<file path="config.mk">
export PLATFORM = sky130hd
export DESIGN_NAME = wafilt_queue
export DESIGN_NICKNAME = d
export VERILOG_FILES = /design/src/hw/rtl/wafilt_pkg.sv /design/src/hw/rtl/wafilt_queue.sv
export SDC_FILE = /design/constraint.sdc
export NUM_CORES = 1
export LEC_CHECK = 0
export ABC_CLOCK_PERIOD_IN_PS = 6900
export BUFFER_PORTS_ARGS = -buffer_cell sky130_fd_sc_hd__buf_2
export CORE_MARGIN = 10
export CORE_UTILIZATION = 52
export DETAILED_ROUTE_END_ITERATION = 12
export PLACE_DENSITY = 0.81
export SLEW_MARGIN = 15
export SYNTH_ARGS = -nofsm -noshare
export SYNTH_HDL_FRONTEND = slang
export SYNTH_SLANG_ARGS = --single-unit
export TNS_END_PERCENT = 50
</file>
<file path="constraint.sdc">
create_clock -name clk -period 6.9 [get_ports clk]
set_input_delay 0.345 -clock clk [delete_from_list [all_inputs] [get_ports clk]]
set_output_delay 0.345 -clock clk [all_outputs]
set_load 0.005 [all_outputs]
</file>
<file path="src/hw/rtl/wafilt_pkg.sv">
`default_nettype none
// ----------------------------------------------------------------------------
// wafilt_pkg
// Shared widths, types and constants of the 3x3 weighted mean filter.
// ----------------------------------------------------------------------------
package wafilt_pkg;

    localparam int PIX_W       = 8;
    localparam int DIM_W       = 11;
    localparam int WGT_W       = 4;
    localparam int TAPS        = 9;
    localparam int KW_W        = WGT_W * TAPS;
    localparam int POS_W       = 10;
    localparam int CFG_IDX_W   = 2;
    localparam int CFG_DATA_W  = KW_W;

    localparam int ACC_W  = PIX_W + WGT_W + $clog2(TAPS);
    localparam int SUM_W  = WGT_W + $clog2(TAPS);
    localparam int NUM_W  = ACC_W + 1;
    localparam int DVS_W  = SUM_W + 1;
    localparam int REM_W  = DVS_W;
    localparam int STEP_W = $clog2(NUM_W);
    localparam int PROD_W = PIX_W + WGT_W;

    localparam int DEF_MAX_WIDTH  = 1024;
    localparam int DEF_MAX_HEIGHT = 1024;
    localparam int QUEUE_DEPTH    = 2;
    localparam int MIN_DIM        = 3;
    localparam int FIRST_FULL     = 2;

    localparam logic [DIM_W-1:0] IMAGE_DIM_RESET = 11'd1024;
    localparam logic [KW_W-1:0]  KERNEL_RESET    = 36'h111111111;

    typedef enum logic [CFG_IDX_W-1:0] {
        CFG_IMAGE_WIDTH,
        CFG_IMAGE_HEIGHT,
        CFG_KERNEL_WEIGHTS
    } cfg_index_t;

    typedef logic [TAPS-1:0][PIX_W-1:0] window_t;

    typedef struct packed {
        window_t            win;
        logic [POS_W-1:0]   out_row;
        logic [POS_W-1:0]   out_col;
    } work_t;

endpackage
`default_nettype wire

</file>
<file path="src/hw/rtl/wafilt_queue.sv">
`default_nettype none
// ----------------------------------------------------------------------------
// wafilt_queue
// Small FIFO of filled windows between intake and arithmetic.
// ----------------------------------------------------------------------------
module wafilt_queue import wafilt_pkg::*; #(
    parameter int DEPTH = QUEUE_DEPTH
) (
    input  wire logic   clk,
    input  wire logic   rst_n,
    input  wire logic   push,
    input  work_t       push_item,
    output logic        full,
    input  wire logic   pop,
    output work_t       pop_item,
    output logic        empty
);

    localparam int PW = (DEPTH > 1) ? $clog2(DEPTH) : 1;
    localparam int CW = $clog2(DEPTH + 1);

    work_t           entry_reg [DEPTH];
    logic [PW-1:0]   wr_ptr_reg, wr_ptr_next;
    logic [PW-1:0]   rd_ptr_reg, rd_ptr_next;
    logic [CW-1:0]   count_reg, count_next;
    logic            do_push, do_pop;

    always_comb
    begin
        full     = (count_reg == CW'(DEPTH));
        empty    = (count_reg == '0);
        do_push  = push && !full;
        do_pop   = pop && !empty;
        pop_item = entry_reg[rd_ptr_reg];

        wr_ptr_next = wr_ptr_reg;
        rd_ptr_next = rd_ptr_reg;
        count_next  = count_reg;
        if (do_push)
        begin
            wr_ptr_next = (wr_ptr_reg == PW'(DEPTH - 1)) ? '0 : wr_ptr_reg + PW'(1);
        end
        if (do_pop)
        begin
            rd_ptr_next = (rd_ptr_reg == PW'(DEPTH - 1)) ? '0 : rd_ptr_reg + PW'(1);
        end
        if (do_push && !do_pop)
        begin
            count_next = count_reg + CW'(1);
        end
        else if (do_pop && !do_push)
        begin
            count_next = count_reg - CW'(1);
        end
    end

    always_ff @(posedge clk or negedge rst_n)
    begin
        if (!rst_n)
        begin
            wr_ptr_reg <= '0;
            rd_ptr_reg <= '0;
            count_reg  <= '0;
        end
        else
        begin
            wr_ptr_reg <= wr_ptr_next;
            rd_ptr_reg <= rd_ptr_next;
            count_reg  <= count_next;
        end
    end

    always_ff @(posedge clk)
    begin
        if (do_push)
        begin
            entry_reg[wr_ptr_reg] <= push_item;
        end
    end

endmodule
`default_nettype wire

</file>
## Word level (Yosys, flattened, before mapping)

Memory sizes are Yosys's and may differ from the RTL's.
Index checks and enable logic that the tools add are counted.

| storage, ports and cells | value |
|---|---|
| register bits after elaboration | 4 |
| RAM bits | 184 |
| word-level logic and storage cells | 25 |
| memories kept | 1 |

Memory list:

| memory | depth | width | rd ports | clocked after Yosys merged registers in | write ports | RTL line | text |
|---|---|---|---|---|---|---|---|
| entry_reg | 2 | 92 | 1 | 0 | 1 | wafilt_queue.sv:22 | `work_t entry_reg [DEPTH];` |

| operators by class | value |
|---|---|
| add/subtract/negate cells | 4 |
| eq/ne operators | 1 |
| muxes and demuxes | 6 |
| reductions and logical operators | 10 |

Operators by type and width:

| cell | number |
|---|---|
| 1-bit logical AND | 4 |
| 1-bit zero test | 4 |
| 1-bit two-way mux | 4 |
| 2-bit two-way mux | 2 |
| 1-bit adder (second input constant) | 2 |
| 2-bit by 1-bit adder with 2-bit output (second input constant) | 1 |
| 2-bit == test (second input constant) | 1 |
| 2-bit zero test | 1 |
| 2-bit nonzero test | 1 |
| 2-bit by 1-bit subtractor with 2-bit output (second input constant) | 1 |

## Longest topological paths before layout

| depth | value |
|---|---|
| depth in word-level cells | 7 |
| mapped depth | 7 |
| depth with buffers taken out | 7 |

## Worst setup path after synthesis

No wires, ideal clock.

| path | value |
|---|---|
| kind | register to register |
| start point | register count_reg[0] |
| end point | memory entry_reg[0][0] (netlist bit) (enable) |
| arrival | 4.476 ns |
| slack | 1.880 ns |
| cell stages (with the launch flop) | 4 |
| path buffers | 0 |
| cell sequence | dfrtp_1 nand2b_1 nand2_1 nor2_1 |

| between the ends | value |
|---|---|
| longest elaborated chain between the ends | 5 |

RTL lines:

| what | RTL line | text |
|---|---|---|
| from (decl) | wafilt_queue.sv:25 | `logic [CW-1:0] count_reg, count_next;` |
| from (signal assigned) | wafilt_queue.sv:69 | `count_reg <= count_next;` |
| 2-bit == test | wafilt_queue.sv:30 | `full = (count_reg == CW'(DEPTH));` |
| 1-bit zero test | wafilt_queue.sv:32 | `do_push = push && !full;` |
| 1-bit logical AND | wafilt_queue.sv:32 |  |
| 1-bit two-way mux | wafilt_queue.sv:75 | `if (do_push)` |
| 1-bit two-way mux (not written as such) | wafilt_queue.sv:77 | `entry_reg[wr_ptr_reg] <= push_item;` |
| to (decl) | wafilt_queue.sv:22 |  |

No other way between the ends.

==> flow_results.xml <==
<?xml version="1.0" encoding="UTF-8"?>
<metrics>
  <group name="hold_path">
    <metric name="hold_path.class" unit="">input pin to register</metric>
    <metric name="min_from" unit="">push_item[51]</metric>
    <metric name="worstHoldPathCells" unit="">1</metric>
    <metric name="hold_path_end" unit="">entry_reg[0][51]</metric>
  </group>
  <group name="floorplan">
    <metric name="die-area" unit="mm^2">0.0188</metric>
    <metric name="die_width" unit="um">137</metric>
    <metric name="core_area" unit="mm^2">0.0133</metric>
    <metric name="die_height" unit="um">137</metric>
    <metric name="placementRows" unit="">42</metric>
    <metric name="start_util" unit="%">53.3</metric>
    <metric name="pin_count" unit="">190</metric>
  </group>
  <group name="timing">
    <metric name="final-setup-viol-count" unit="">0</metric>
    <metric name="fin_skew" unit="ps">3.62</metric>
    <metric name="setup_ws" unit="ps">3770</metric>
    <metric name="maxSlewViolCount" unit="">0</metric>
    <metric name="fin_crit_sh" unit="%">45.4</metric>
    <metric name="relSlewSlack" unit="%">32.9</metric>
    <metric name="finalWorstPathRequiredPeriod" unit="ps">3130</metric>
    <metric name="max_slew.worst_pin.slew" unit="ps">1010</metric>
    <metric name="totalNegativeSetupSlack" unit="ps">0</metric>
    <metric name="grt_setup_unrepaired" unit="">false</metric>
    <metric name="finalHoldViolations" unit="">0</metric>
    <metric name="peak_clock_frequency_supported_by_timing" unit="MHz">319</metric>
  </group>
  <group name="setup_path">
    <metric name="critical_path.max_stage_delay" unit="ps">860</metric>
    <metric name="worst-endpoint-arrival" unit="ps">2790</metric>
    <metric name="critical_path_required" unit="ps">6550</metric>
    <metric name="critical_path.slowest_cell" unit="">sky130_fd_sc_hd__dfrtp_4</metric>
    <metric name="worstSetupPathType" unit="">register to output port</metric>
    <metric name="cp-end-kind" unit="">output port</metric>
    <metric name="crit_path_cell_trace" unit="">buf_4, mux2_2, buf_2</metric>
    <metric name="timing.rr.start" unit="">count_reg[0]</metric>
    <metric name="reg2reg_path_depth" unit="">3</metric>
    <metric name="setup.reg_to_reg.worst_slack" unit="ps">4650</metric>
    <metric name="path_max_fanout" unit="">51</metric>
    <metric name="worstReg2RegEnd" unit="">entry_reg[1][32]</metric>
    <metric name="timing.critical_path.from_type" unit="">register</metric>
  </group>
  <group name="power">
    <metric name="power_switching_share" unit="%">26.5</metric>
    <metric name="power.internal" unit="mW">2.76</metric>
    <metric name="p_clk_share" unit="%">26.7</metric>
    <metric name="combinationalPowerShare" unit="%">28.1</metric>
    <metric name="peak_supply_drop" unit="mV">0.243</metric>
    <metric name="power.leakage" unit="nW">3.54</metric>
    <metric name="power_density" unit="mW/mm^2">423</metric>
    <metric name="power.switching" unit="uW">994</metric>
    <metric name="fraction_of_power_consumed_by_sequential_logic" unit="%">45.2</metric>
  </group>
  <group name="drt">
    <metric name="detail_route.iter0.violations" unit="">241</metric>
    <metric name="wirelength" unit="um">13700</metric>
    <metric name="wl_per_cell" unit="um">19.6</metric>
    <metric name="remaining_drc_errors" unit="">0</metric>
    <metric name="route.antenna.remaining_nets" unit="">0</metric>
    <metric name="dr_total_vias" unit="">3496</metric>
    <metric name="detail_route.vias_per_cell" unit="">5.02</metric>
    <metric name="detailedRoute.firstPassIterationCount" unit="">4</metric>
  </group>
  <group name="synth">
    <metric name="synth_top_cells_by_area" unit="">sky130_fd_sc_hd__edfxtp_1 78%, sky130_fd_sc_hd__mux2_4 15%, sky130_fd_sc_hd__mux2_2 3.5%</metric>
    <metric name="ys_warn_count" unit="">0</metric>
    <metric name="mappedNetlistArea" unit="mm^2">0.00712</metric>
    <metric name="synth_cells" unit="">305</metric>
    <metric name="ys_ff_latch" unit="">188</metric>
    <metric name="syn_nets" unit="">402</metric>
    <metric name="synth.largest_area_cell" unit="">sky130_fd_sc_hd__edfxtp_1</metric>
    <metric name="ys_seq_area_share" unit="%">79.0</metric>
    <metric name="netlist.area_leader.share" unit="%">77.6</metric>
    <metric name="synth.avg_cell_area" unit="um^2">23.3</metric>
    <metric name="synth_cell_types" unit="">16</metric>
  </group>
  <group name="placed_design">
    <metric name="globalplace.congestion" unit="">0.750</metric>
    <metric name="final_hpwl_dp" unit="um">9510</metric>
    <metric name="port-buffer-count" unit="">189</metric>
    <metric name="place_ws" unit="ps">4220</metric>
  </group>
  <group name="clock_network">
    <metric name="numCtsBuffers" unit="">17</metric>
    <metric name="clock_pin_transition_on_the_worst_setup_and_hold_timing_paths" unit="ps">70</metric>
    <metric name="insertion_delay_of_the_later_clocked_pin_in_the_worst_skew_pair" unit="ps">420</metric>
    <metric name="clockRootBuffer" unit="">sky130_fd_sc_hd__clkbuf_16</metric>
    <metric name="post_cts.resized_instances" unit="">0</metric>
    <metric name="cts_buffer_depth" unit="">2</metric>
    <metric name="tritoncts_clock_tree" unit="">built</metric>
    <metric name="hold_buffers" unit="">1</metric>
    <metric name="htree_num_levels" unit="">4</metric>
    <metric name="post-cts-setup-buffer-count" unit="">0</metric>
    <metric name="numClockSinks" unit="">188</metric>
  </group>
  <group name="final_layout">
    <metric name="synthToLayoutAreaGrowth" unit="%">24.5</metric>
    <metric name="post_route_cells_drive_above_1_share" unit="%">61.0</metric>
    <metric name="nNetsFinal" unit="">604</metric>
    <metric name="diodes" unit="">0</metric>
    <metric name="largest_reg_flops" unit="">184</metric>
  </group>
  <group name="grt">
    <metric name="grt.overflow.total" unit="">0</metric>
    <metric name="vias_in_the_first_global_route" unit="">3806</metric>
    <metric name="grt_pass1_wl" unit="um">20400</metric>
    <metric name="grt.total_usage" unit="%">14.4</metric>
    <metric name="antenna_found_initial" unit="">1</metric>
    <metric name="largest_net_degree_at_the_start_of_global_routing" unit="">87</metric>
  </group>
  <group name="status">
    <metric name="run_status" unit="">completed</metric>
  </group>
  <group name="job">
    <metric name="cap_violations" unit="">0</metric>
  </group>
</metrics>
[placed cells by master (no fill, tap or decap)]
cell	instances
sky130_fd_sc_hd__o21ai_0	1
sky130_fd_sc_hd__inv_1	2
sky130_fd_sc_hd__nor2_4	1
sky130_fd_sc_hd__clkinv_1	2
sky130_fd_sc_hd__bufinv_16	4
sky130_fd_sc_hd__ha_1	1
sky130_fd_sc_hd__clkinv_2	3
sky130_fd_sc_hd__buf_2	189
sky130_fd_sc_hd__nor2_1	2
sky130_fd_sc_hd__mux2_2	22
sky130_fd_sc_hd__nand2_1	1
sky130_fd_sc_hd__mux2_4	70
sky130_fd_sc_hd__buf_6	1
sky130_fd_sc_hd__clkinv_4	4
sky130_fd_sc_hd__clkbuf_16	17
sky130_fd_sc_hd__and3_4	1
sky130_fd_sc_hd__xnor2_1	3
sky130_fd_sc_hd__dfrtp_4	1
sky130_fd_sc_hd__dfrtp_1	3
sky130_fd_sc_hd__buf_4	2
sky130_fd_sc_hd__nand2b_1	1
sky130_fd_sc_hd__inv_6	2
sky130_fd_sc_hd__xor2_1	2
sky130_fd_sc_hd__dlygate4sd3_1	1
sky130_fd_sc_hd__edfxtp_1	184
[stage by stage]
| stage | power (mW) | hold slack (ps) | util (%) | cell area, um^2 | std cells |
|---|---|---|---|---|---|
| after floorplan | 2.41 | 49.4 | - | 7120 | 305 |
| after global placement | 2.76 | 154 | 61.6 | 8230 | 663 |
| after detailed placement | 2.80 | 156 | 61.6 | 8230 | 663 |
| after CTS | 3.81 | 87.7 | 66.3 | 8860 | 696 |
| after global routing | 3.94 | 84.8 | 66.4 | 8860 | 696 |
| final | 3.75 | 109 | 66.4 | 8860 | 696 |
[critical path: cells and delay by family, from the launching register on]
| family | cells | cell delay (ps) |
|---|---|---|
| buffers and inverters | 2 | 970 |
| flip-flops | 1 | 860 |
| multiplexers | 1 | 420 |
[how the worst max path moves through the flow]
stage | start | to | slack [ps] | cells after the start
after floorplan | count_reg[0] | entry_reg[0][0] | 1880 | 3
after global placement | rd_ptr_reg | pop_item[74] | 4250 | 3
after detailed placement | rd_ptr_reg | pop_item[74] | 4220 | 3
after CTS | rd_ptr_reg | pop_item[74] | 3750 | 3
after global routing | rd_ptr_reg | pop_item[74] | 3650 | 3
final | rd_ptr_reg | pop_item[74] | 3770 | 3
[logic make-up after synthesis]
logic type | after synthesis | share of synthesized area [%]
compound gates | 1 | 0.0703
xor+xnor | 5 | 0.615
buf+inv | 12 | 1.46
flops | 188 | 79.0
mux | 92 | 18.2
fa+ha+maj | 1 | 0.176
simple gates | 6 | 0.387
[metal layers]
layer	track usage, %	wire length [um]
met1	16.9	5270
met2	23.3	6870
met3	6.45	1380
met4	4.63	142
met5	0	0
[cell type report]
class                           instances  area [um^2]
Sequential cell                       188         5630
Fill cell                             887         4490
Multi-Input combinational cell        105         1400
Timing Repair Buffer                  193          982
Clock buffer                           17          425
Tap cell                              176          220
Clock inverter                         15          195
Inverter                                2         7.51
[power groups by stage]
stage	Clock [mW]	Sequential, mW	Combinational (mW)
after global placement	0	1.70	1.06
after global routing	1.07	1.72	1.15
after detailed placement	0	1.72	1.08
final	1.00	1.69	1.05
after floorplan	0	1.66	0.750
after CTS	1.03	1.70	1.08
[Yosys cell counts, drive strengths merged]
master	instances
xnor2	3
edfxtp	184
ha	1
nand2b	1
inv	2
o21ai	1
and3	1
xor2	2
dfrtp	4
nor2	3
mux2	92
nand2	1
buf	10
Note: power is estimated with default switching activity, not from simulation.
